$ cat src/rtl/dh_forward_kinematics_chain_core_assert.svh
// Assertion macros for the kinematics chain RTL.
`ifndef DH_FORWARD_KINEMATICS_CHAIN_CORE_ASSERT_SVH
`define DH_FORWARD_KINEMATICS_CHAIN_CORE_ASSERT_SVH
`ifndef ASSERT_OFF
// Property must hold at every clock edge outside reset.
`define DHFK_ASSERT(lbl, clk, rst, prop, msg) \
  lbl: assert property (@(posedge clk) disable iff (rst) prop) else $error(msg);
// Condition must never be true outside reset.
`define DHFK_NEVER(lbl, clk, rst, cond, msg) \
  lbl: assert property (@(posedge clk) disable iff (rst) !(cond)) else $error(msg);
`else
`define DHFK_ASSERT(lbl, clk, rst, prop, msg)
`define DHFK_NEVER(lbl, clk, rst, cond, msg)
`endif
`endif

$ cat src/rtl/dhfk_pkg.sv
// Shared types, constants and helper functions of the kinematics chain.
package dhfk_pkg;

  localparam int CORDIC_ITERATIONS_DEF = 16;
  localparam int FRAC_BITS_DEF         = 16;

  localparam logic signed [34:0] PI_Q30      = 35'sd3373259426;
  localparam logic signed [34:0] HALF_PI_Q30 = 35'sd1686629713;
  localparam logic signed [33:0] CORDIC_K    = 34'sd652032874;

  typedef enum logic [2:0] {
    MOP_T01, MOP_T02, MOP_T03, MOP_T11, MOP_T12, MOP_T13, MOP_MAC
  } mul_op_t;

  typedef enum logic [3:0] {
    ST_IDLE, ST_CLOAD, ST_CITER, ST_CSTORE, ST_TMUL, ST_MAC,
    ST_DRAIN, ST_COPY, ST_LOAD, ST_WAIT
  } ctrl_state_t;

  typedef struct packed {
    logic       capture;
    logic       cordic_load;
    logic       cordic_sel;    // 0 theta, 1 alpha
    logic       cordic_step;
    logic [4:0] iter;
    logic       cordic_store;
    logic       mul_go;
    mul_op_t    op;
    logic [1:0] r;
    logic [1:0] c;
    logic [1:0] k;
    logic       copy;
    logic       out_load;
    logic [1:0] out_row;
    logic       ident;
  } dhfk_cmd_t;

  typedef struct packed {
    logic last;
    logic out_valid;
    logic out_taken;
  } dhfk_sts_t;

  function automatic logic signed [34:0] atan_q30(input logic [4:0] i);
    case (i)
      5'd0:    atan_q30 = 35'sd843314856;
      5'd1:    atan_q30 = 35'sd497837829;
      5'd2:    atan_q30 = 35'sd263043836;
      5'd3:    atan_q30 = 35'sd133525158;
      5'd4:    atan_q30 = 35'sd67021686;
      5'd5:    atan_q30 = 35'sd33543515;
      5'd6:    atan_q30 = 35'sd16775850;
      5'd7:    atan_q30 = 35'sd8388437;
      5'd8:    atan_q30 = 35'sd4194282;
      5'd9:    atan_q30 = 35'sd2097149;
      5'd10:   atan_q30 = 35'sd1048575;
      5'd11:   atan_q30 = 35'sd524287;
      5'd12:   atan_q30 = 35'sd262143;
      5'd13:   atan_q30 = 35'sd131071;
      5'd14:   atan_q30 = 35'sd65535;
      5'd15:   atan_q30 = 35'sd32767;
      5'd16:   atan_q30 = 35'sd16383;
      5'd17:   atan_q30 = 35'sd8191;
      5'd18:   atan_q30 = 35'sd4095;
      5'd19:   atan_q30 = 35'sd2047;
      5'd20:   atan_q30 = 35'sd1023;
      5'd21:   atan_q30 = 35'sd511;
      5'd22:   atan_q30 = 35'sd255;
      5'd23:   atan_q30 = 35'sd127;
      default: atan_q30 = 35'sd0;
    endcase
  endfunction

  function automatic logic signed [31:0] sat32(input logic signed [63:0] v);
    if (v > 64'sd2147483647) begin
      sat32 = {1'b0, {31{1'b1}}};
    end else if (v < -64'sd2147483648) begin
      sat32 = {1'b1, {31{1'b0}}};
    end else begin
      sat32 = v[31:0];
    end
  endfunction

endpackage

$ cat src/rtl/dhfk_ctrl.sv
// Sequencer for CORDIC passes, multiply schedule and result emission.
`include "dh_forward_kinematics_chain_core_assert.svh"
module dhfk_ctrl #(
  parameter int CORDIC_ITERATIONS = dhfk_pkg::CORDIC_ITERATIONS_DEF
) (
  input  logic                  clk,
  input  logic                  rst,
  input  logic                  in_valid,
  output logic                  in_ready,
  output dhfk_pkg::dhfk_cmd_t   cmd,
  input  dhfk_pkg::dhfk_sts_t   sts
);

  localparam logic [4:0] LAST_IT = 5'(CORDIC_ITERATIONS - 1);

  dhfk_pkg::ctrl_state_t state, state_next;
  logic       pass, pass_next;
  logic [4:0] iter, iter_next;
  logic [2:0] tcnt, tcnt_next;
  logic [1:0] r, r_next, c, c_next, k, k_next, row, row_next;

  always_ff @(posedge clk) begin
    if (rst) begin
      state <= dhfk_pkg::ST_IDLE;
      pass  <= 1'b0;
      iter  <= '0;
      tcnt  <= '0;
      r     <= '0;
      c     <= '0;
      k     <= '0;
      row   <= '0;
    end else begin
      state <= state_next;
      pass  <= pass_next;
      iter  <= iter_next;
      tcnt  <= tcnt_next;
      r     <= r_next;
      c     <= c_next;
      k     <= k_next;
      row   <= row_next;
    end
  end

  always_comb begin
    state_next = state;
    pass_next  = pass;
    iter_next  = iter;
    tcnt_next  = tcnt;
    r_next     = r;
    c_next     = c;
    k_next     = k;
    row_next   = row;
    in_ready   = 1'b0;
    cmd        = '0;
    case (state)
      dhfk_pkg::ST_IDLE: begin
        in_ready = 1'b1;
        if (in_valid) begin
          cmd.capture = 1'b1;
          pass_next   = 1'b0;
          state_next  = dhfk_pkg::ST_CLOAD;
        end
      end
      dhfk_pkg::ST_CLOAD: begin
        cmd.cordic_load = 1'b1;
        cmd.cordic_sel  = pass;
        iter_next       = '0;
        state_next      = dhfk_pkg::ST_CITER;
      end
      dhfk_pkg::ST_CITER: begin
        cmd.cordic_step = 1'b1;
        cmd.iter        = iter;
        if (iter == LAST_IT) begin
          state_next = dhfk_pkg::ST_CSTORE;
        end else begin
          iter_next = iter + 5'd1;
        end
      end
      dhfk_pkg::ST_CSTORE: begin
        cmd.cordic_store = 1'b1;
        cmd.cordic_sel   = pass;
        if (pass) begin
          tcnt_next  = '0;
          state_next = dhfk_pkg::ST_TMUL;
        end else begin
          pass_next  = 1'b1;
          state_next = dhfk_pkg::ST_CLOAD;
        end
      end
      dhfk_pkg::ST_TMUL: begin
        cmd.mul_go = 1'b1;
        cmd.op     = dhfk_pkg::mul_op_t'(tcnt);
        if (tcnt == 3'd5) begin
          r_next     = '0;
          c_next     = '0;
          k_next     = '0;
          state_next = dhfk_pkg::ST_MAC;
        end else begin
          tcnt_next = tcnt + 3'd1;
        end
      end
      dhfk_pkg::ST_MAC: begin
        cmd.mul_go = 1'b1;
        cmd.op     = dhfk_pkg::MOP_MAC;
        cmd.r      = r;
        cmd.c      = c;
        cmd.k      = k;
        // column 3 takes a fourth term: the old translation times one
        if (k == ((c == 2'd3) ? 2'd3 : 2'd2)) begin
          k_next = '0;
          if (c == 2'd3) begin
            c_next = '0;
            if (r == 2'd2) begin
              state_next = dhfk_pkg::ST_DRAIN;
            end else begin
              r_next = r + 2'd1;
            end
          end else begin
            c_next = c + 2'd1;
          end
        end else begin
          k_next = k + 2'd1;
        end
      end
      dhfk_pkg::ST_DRAIN: begin
        state_next = dhfk_pkg::ST_COPY;
      end
      dhfk_pkg::ST_COPY: begin
        cmd.copy = 1'b1;
        if (sts.last) begin
          row_next   = '0;
          state_next = dhfk_pkg::ST_LOAD;
        end else begin
          state_next = dhfk_pkg::ST_IDLE;
        end
      end
      dhfk_pkg::ST_LOAD: begin
        cmd.out_load = 1'b1;
        cmd.out_row  = row;
        state_next   = dhfk_pkg::ST_WAIT;
      end
      dhfk_pkg::ST_WAIT: begin
        if (sts.out_taken) begin
          if (row == 2'd3) begin
            cmd.ident  = 1'b1;
            state_next = dhfk_pkg::ST_IDLE;
          end else begin
            row_next   = row + 2'd1;
            state_next = dhfk_pkg::ST_LOAD;
          end
        end
      end
      default: begin
        state_next = dhfk_pkg::ST_IDLE;
      end
    endcase
  end

  `DHFK_ASSERT(a_mac_row, clk, rst, (state == dhfk_pkg::ST_MAC) |-> (r != 2'd3), "mac row out of range")
  `DHFK_ASSERT(a_mac_k, clk, rst, (state == dhfk_pkg::ST_MAC && k == 2'd3) |-> (c == 2'd3), "fourth term off column 3")
  `DHFK_ASSERT(a_alpha_mul, clk, rst, (state == dhfk_pkg::ST_CSTORE && pass) |=> (state == dhfk_pkg::ST_TMUL), "no multiply after alpha pass")
  `DHFK_NEVER(a_load_busy, clk, rst, cmd.out_load && sts.out_valid, "output load over pending beat")
  `DHFK_NEVER(a_cap_busy, clk, rst, cmd.capture && sts.out_valid, "capture while result pending")

endmodule

$ cat config.mk
export PLATFORM = sky130hd
export DESIGN_NAME = dhfk_ctrl
export DESIGN_NICKNAME = d
export VERILOG_FILES = /design/src/rtl/dhfk_pkg.sv /design/src/rtl/dhfk_ctrl.sv
export VERILOG_INCLUDE_DIRS = /design/src /design/src/rtl
export SDC_FILE = /design/constraint.sdc
export NUM_CORES = 1
export LEC_CHECK = 0
export BUFFER_PORTS_ARGS = -buffer_cell sky130_fd_sc_hd__buf_2
export CAP_MARGIN = 20
export CORE_MARGIN = 1.5
export CORE_UTILIZATION = 53
export DETAILED_ROUTE_END_ITERATION = 10
export GPL_TIMING_DRIVEN = 0
export PLACE_DENSITY = 0.79
export SKIP_LAST_GASP = 1
export SLEW_MARGIN = 20
export SYNTH_ARGS = -nofsm -noshare
export SYNTH_HDL_FRONTEND = slang
export SYNTH_SLANG_ARGS = --single-unit
$ cat constraint.sdc
create_clock -name clk -period 2 [get_ports clk]
set_input_delay 0.4 -clock clk [delete_from_list [all_inputs] [get_ports clk]]
set_output_delay 0.4 -clock clk [all_outputs]
set_load 0.02 [all_outputs]
==> impl_metrics.py, run 1 <==
metrics = {
    "outcome": {
        "status": "finished, final reports clean",
    },
    "placed_design": {
        "dp_hpwl_microns": 2500,
        "placed_cells": 235,
        "postPlaceCellArea_sq_um": 1580,
        "pre_cts_slack_ns": -0.0328,
        "io_buffers": 29,
        "gp_congestion": 0.829,
    },
    "synthesis": {
        "yosysTopAreaCell": "dfxtp_1",
        "seq_area_frac_synth_pct": 30.2,
        "ys_top_cells_by_area": "dfxtp_1 (30%), ha_1 (6.3%), and2_1 (5.8%)",
        "ys_async_sr_fraction_pct": 0,
        "ys_types": 51,
        "synth_nets": 189,
        "syn_inst": 176,
        "syn_area_sq_um": 1390,
        "synth_edf_count": 0,
        "ys.flop_type": "dfxtp_1",
        "yosys_warnings": 0,
        "synth_top_area_share_pct": 30.2,
        "syn_area_per_cell_sq_um": 7.92,
        "ys_ff_latch": 21,
    },
    "final_layout": {
        "design_area_sq_um": 1810,
        "fin_nets": 228,
        "mostFrequentLayoutCell": "buf_2",
        "final_cell_mix": "buf_2 (22), nor2_1 (17), dfxtp_1 (17)",
        "diodes": 0,
        "instances_no_fill": 244,
        "fin_util_pct": 73.0,
        "drive_above_1_share_pct": 32.7,
        "areaGrowthSynthToFinish_pct": 29.7,
    },
    "cts": {
        "cts_tree": "yes",
        "clkSlewWorstSetupHoldPaths_ns": 0.12,
        "clockBufferDepth": 2,
        "clock_latency_ns": 0.33,
        "htreeDepth": 1,
        "cts_buffers": 3,
        "cts-root-buf": "clkbuf_4",
        "cts.sinks": 21,
    },
    "detailed_routing": {
        "drt-pass1-iter-count": 4,
        "drc": 0,
        "vias_per_cell": 5.93,
        "drt-initial-drc-count": 48,
        "drtAntennaViolNets": 0,
        "wire_per_inst_microns": 15.3,
        "routed_wl_microns": 3740,
        "via_count": 1446,
    },
    "global_route": {
        "overflow": 0,
        "grt_util_all_layers_pct": 25.6,
        "grt_pass1_vias": 1311,
        "grt_pass1_wl_microns": 5550,
        "antenna_found_initial": 0,
        "grt_max_degree": 13,
    },
    "min_path": {
        "hp-class": "primary input to flip-flop",
    },
    "worst_setup_path": {
        "cp-start-kind": "flip-flop",
        "crit_type": "flip-flop to primary output",
        "crit_fanout": 10,
        "cp.arrival_ns": 1.59,
        "cp-end-kind": "primary output",
        "r2r_slack_ns": 0.04,
        "critPathRequiredTime_ns": 1.60,
    },
    "pwr": {
        "power_density_nw_per_um2": 473,
        "vdd_drop_max_mv": 0.413,
        "leakagePower_nw": 0.756,
    },
    "floorplan": {
        "rows": 18,
        "core_sq_um": 2480,
        "dieWidth_microns": 54.3,
        "ios": 32,
        "die_area_sq_um": 2950,
        "initial_core_util_pct": 56.3,
        "die-height_microns": 54.3,
    },
    "sta": {
        "fin_crit_sh_pct": 99.4,
        "tightest_slew_ns": 0.524,
        "slew_viol_final": 0,
        "hold_ws_ns": 0.455,
        "worst_clock_skew_ns": 0.0120,
        "fmax_mhz": 503,
        "relSlewSlack_pct": 65.1,
        "rsz0062_at_grt": "yes",
        "setup_slack_ns": 0.0120,
        "final-setup-viol-count": 0,
        "period_minus_slack_ns": 1.99,
        "hold_viol_final": 0,
    },
    "flow_run": {
        "max_cap_viol_count": 0,
    },
}
cells by family after synthesis:
group,Yosys count,share of synthesized area [%]
and+or+nand+nor,78,33.0
AOI/OAI and AO/OA,41,18.4
buffers and inverters,22,7.36
DFF,21,30.2
adders and majority gates,7,6.28
xor gates and xnor gates,4,2.51
muxes,3,2.24
worst paths after layout:
kind,to,cells past startpoint,start
worst max register to register,state[0]$_SDFFE_PP0P_,7,iter[0]$_SDFFE_PP0P_
worst min-delay path,state[3]$_SDFFE_PP0P_,4,sts[0]
worst min register to register,r[0]$_SDFFE_PP0P_,2,r[0]$_SDFFE_PP0P_
worst max-delay path,cmd[11],4,state[0]$_SDFFE_PP0P_
state kept, by name, indices dropped and copies added, names as in the netlist:
signal / cells
c: 2
tcnt: 3
row: 2
pass: 1
state: 4
k: 2
r: 2
iter: 5
per-layer routing:
metal  vias to the layer above  track usage (%)  wire (microns)
li1                        707                -               -
met1                       679             30.4            1590
met2                        54             44.8            1900
met3                         6             3.83             209
met4                         0             12.5              46
met5                         -                0               0
critical path: stages, from the launching register on:
cell and delay, ns:
dfxtp_1 0.33, buf_6 0.14, or4b_4 0.58, nor2_4 0.11, buf_6 0.12
cell type report:
class	count	area (sq um)
multi-input combinational	133	958
fill	200	669
sequential	21	430
timing repair buffer	35	230
buffer	10	82.6
inverter	11	41.3
tap	30	37.5
clock buffer	3	22.5
clock inverter	1	5.00
cell usage after synthesis, types with 3 or more instances:
library cell / n
clkbuf_1: 6
nand3_1: 3
nand2b_1: 3
nor3_1: 10
nor2_1: 19
and2_1: 13
or3_1: 4
nor2b_1: 4
a21oi_1: 14
ha_1: 7
dfxtp_1: 21
nand2_1: 6
o21ai_0: 9
inv_1: 11
through the flow:
step	TNS (ns)	total power, mW
floorplan	0	0.559
global placement	-0.000924	0.596
detailed placement	-0.0692	0.601
CTS	-0.0138	0.829
global route	-0.158	0.880
finish	0	0.856
repair_timing:
| item | CTS | global route |
|---|---|---|
| endpoints found under the setup margin | 23 | 23 |
| pin swaps | 1 | 2 |
| buffers inserted | 2 | 4 |
| gates cloned | 0 | 0 |
| gates resized for setup | 16 | 38 |
| hold buffers | 0 | 0 |
report_power, final:
part / internal [mW] / switching [mW] / leakage [nW]
Combinational: 0.0859 / 0.121 / 0.567
Clock: 0.0751 / 0.145 / 0.0177
Sequential: 0.423 / 0.00571 / 0.172
Total: 0.584 / 0.272 / 0.756
Note: power is estimated with default switching activity, not from simulation.
==> run 2, diff against run 1 <==
- CORE_MARGIN: 1.5 -> 10
==> run 2 against run 1 <==
Compared with the run above: design area is 1.1% higher; non-clock buffer count up 1; hold slack worse by 0.0050 ns; clock power hardly changed; via count rose by 0.28%; sequential share of layout area decreased by 0.12 points; utilization increased by 0.14 points; sequential cell count is the same; sequential power about the same; the run now ends with negative setup slack left.
==> impl_metrics.py, run 2 (synthesis results as in run 1) <==
metrics = {
    "outcome": {
        "status": "complete, but fails checks",
        "failed_checks": "negative setup slack",
    },
    "floorplan": {
        "ios": 32,
        "dieWidth_microns": 71.3,
        "die_area_sq_um": 5080,
        "initial_core_util_pct": 55.8,
        "rows": 18,
        "die-height_microns": 71.3,
        "core_sq_um": 2500,
    },
    "cts": {
        "cts_tree": "yes",
        "cts-root-buf": "clkbuf_4",
        "holdBufCountCts": 0,
        "clkSlewWorstSetupHoldPaths_ns": 0.13,
        "htreeDepth": 1,
        "clockBufferDepth": 2,
        "clock_latency_ns": 0.33,
        "cts_buffers": 3,
        "cts.sinks": 21,
    },
    "worst_setup_path": {
        "critPathRequiredTime_ns": 1.60,
        "crit_top_cell": "buf_6",
        "critPathMaxStageDelay_ns": 0.57,
        "cp-end-kind": "primary output",
        "cp.arrival_ns": 1.61,
        "crit_type": "flip-flop to primary output",
        "timing.rr.end": "state[0]$_SDFFE_PP0P_",
        "crit_fanout": 10,
        "reg2reg_depth": 7,
        "crit_path_cell_trace": "buf_6 > or4b_4 > nor2_4 > buf_6",
        "r2r_slack_ns": 0.05,
        "cp-start-kind": "flip-flop",
        "r2r-start": "iter[0]$_SDFFE_PP0P_",
        "cp_slowest_cell": "or4b_4",
    },
    "detailed_routing": {
        "wire_per_inst_microns": 16.5,
        "via_count": 1450,
        "drtAntennaViolNets": 0,
        "vias_per_cell": 5.92,
        "drt-initial-drc-count": 43,
        "drc": 0,
        "drt-pass1-iter-count": 4,
        "routed_wl_microns": 4030,
    },
    "sta": {
        "rsz0062_at_grt": "yes",
        "slew_viol_final": 0,
        "finalSetupTns_ns": -0.00910,
        "tightest_slew_ns": 0.536,
        "hold_ws_ns": 0.450,
        "setup_slack_ns": -0.00910,
        "final-setup-viol-count": 1,
        "worst_clock_skew_ns": 0.00647,
        "period_minus_slack_ns": 2.01,
        "fin_crit_sh_pct": 100,
        "hold_viol_final": 0,
        "fmax_mhz": 498,
        "relSlewSlack_pct": 64.3,
    },
    "min_path": {
        "min_to": "state[3]$_SDFFE_PP0P_",
        "hp-class": "primary input to flip-flop",
        "holdPathStages": 4,
        "min_from": "sts[0]",
    },
    "global_route": {
        "grt_util_all_layers_pct": 15.1,
        "overflow": 0,
        "grt_max_degree": 14,
        "grt_pass1_vias": 1419,
        "antenna_found_initial": 0,
        "grt_pass1_wl_microns": 6520,
    },
    "final_layout": {
        "mostFrequentLayoutCell": "buf_2",
        "areaGrowthSynthToFinish_pct": 31.1,
        "instances_no_fill": 245,
        "diodes": 0,
        "fin_util_pct": 73.1,
        "largest_register_ffs": 5,
        "fin_nets": 229,
        "design_area_sq_um": 1830,
        "final_cell_mix": "buf_2 (22), nor2_1 (17), dfxtp_1 (17)",
        "largest_register": "iter",
        "drive_above_1_share_pct": 33.5,
        "top_regs": "iter: 5 flops, state: 4 flops, tcnt: 3 flops",
    },
    "placed_design": {
        "placed_cells": 235,
        "dp_hpwl_microns": 2790,
        "gp_congestion": 0.909,
        "pre_cts_slack_ns": -0.0562,
        "io_buffers": 29,
        "postPlaceCellArea_sq_um": 1580,
    },
    "pwr": {
        "pwr-share-seq_pct": 49.7,
        "power_density_nw_per_um2": 470,
        "p_switching_mw": 0.275,
        "power_frac_clock_pct": 25.9,
        "leakagePower_nw": 0.758,
        "intPower_mw": 0.585,
        "report.power.total_mw": 0.860,
        "swShare_pct": 32.0,
        "combPwrFrac_pct": 24.4,
        "vdd_drop_max_mv": 0.366,
    },
    "flow_run": {
        "max_cap_viol_count": 0,
    },
}
==> run 2: changes by cell type in the layout (fill, tap and decap cells not counted), sizes merged <==
cell and change:
buf +1, clkinv -1, clkinvlp +1
==> run 2: power groups by stage <==
stage	registers, mW	logic, mW	clock network, mW
after floorplan	0.438	0.121	0
after global placement	0.439	0.160	0
after detailed placement	0.439	0.163	0
after CTS	0.429	0.184	0.235
after global routing	0.428	0.224	0.241
final	0.427	0.210	0.223
==> run 2: metal layers <==
metal	track usage, %	wire length (microns)	share of wire, %	vias up
li1	-	-	-	708
met1	17.6	1640	41	684
met2	25.8	2030	50	47
met3	3.17	247	6.1	11
met4	6.67	113	2.8	0
met5	0	0	0	-
==> run 2: layout make-up <==
cell class / instances / area, sq um
Multi-Input combinational cell: 133 / 970
Fill cell: 197 / 672
Sequential cell: 21 / 433
Timing Repair Buffer: 36 / 238
Buffer: 10 / 78.8
Inverter: 11 / 41.3
Tap cell: 30 / 37.5
Clock buffer: 3 / 22.5
Clock inverter: 1 / 7.51
==> run 2: critical path: cells and delay by family (launching register included) <==
| family | cells | cell delay, ns |
|---|---|---|
| AND/OR/NAND/NOR | 2 | 0.67 |
| flip-flops | 1 | 0.35 |
| buffers and inverters | 2 | 0.26 |
==> run 2: what timing repair did <==
| action | 4_1_cts | 5_1_grt |
|---|---|---|
| gates cloned | 1 | 0 |
| pin swaps | 1 | 4 |
| resized for setup | 21 | 36 |
| endpoints found under the setup margin | 23 | 26 |
| setup buffers | 2 | 4 |
==> run 2: how the worst max path moves through the flow <==
stage / depth (start not counted) / start / slack [ns] / endpoint
after floorplan: 4 / state[3]$_SDFFE_PP0P_ / 0.004 / cmd[1]
after global placement: 7 / iter[0]$_SDFFE_PP0P_ / -0.01 / state[1]$_SDFFE_PP0P_
after detailed placement: 7 / iter[0]$_SDFFE_PP0P_ / -0.06 / state[1]$_SDFFE_PP0P_
after CTS: 4 / state[1]$_SDFFE_PP0P_ / -0.04 / cmd[11]
after global routing: 5 / state[0]$_SDFFE_PP0P_ / -0.08 / cmd[0]
final: 4 / state[1]$_SDFFE_PP0P_ / -0.009 / cmd[11]
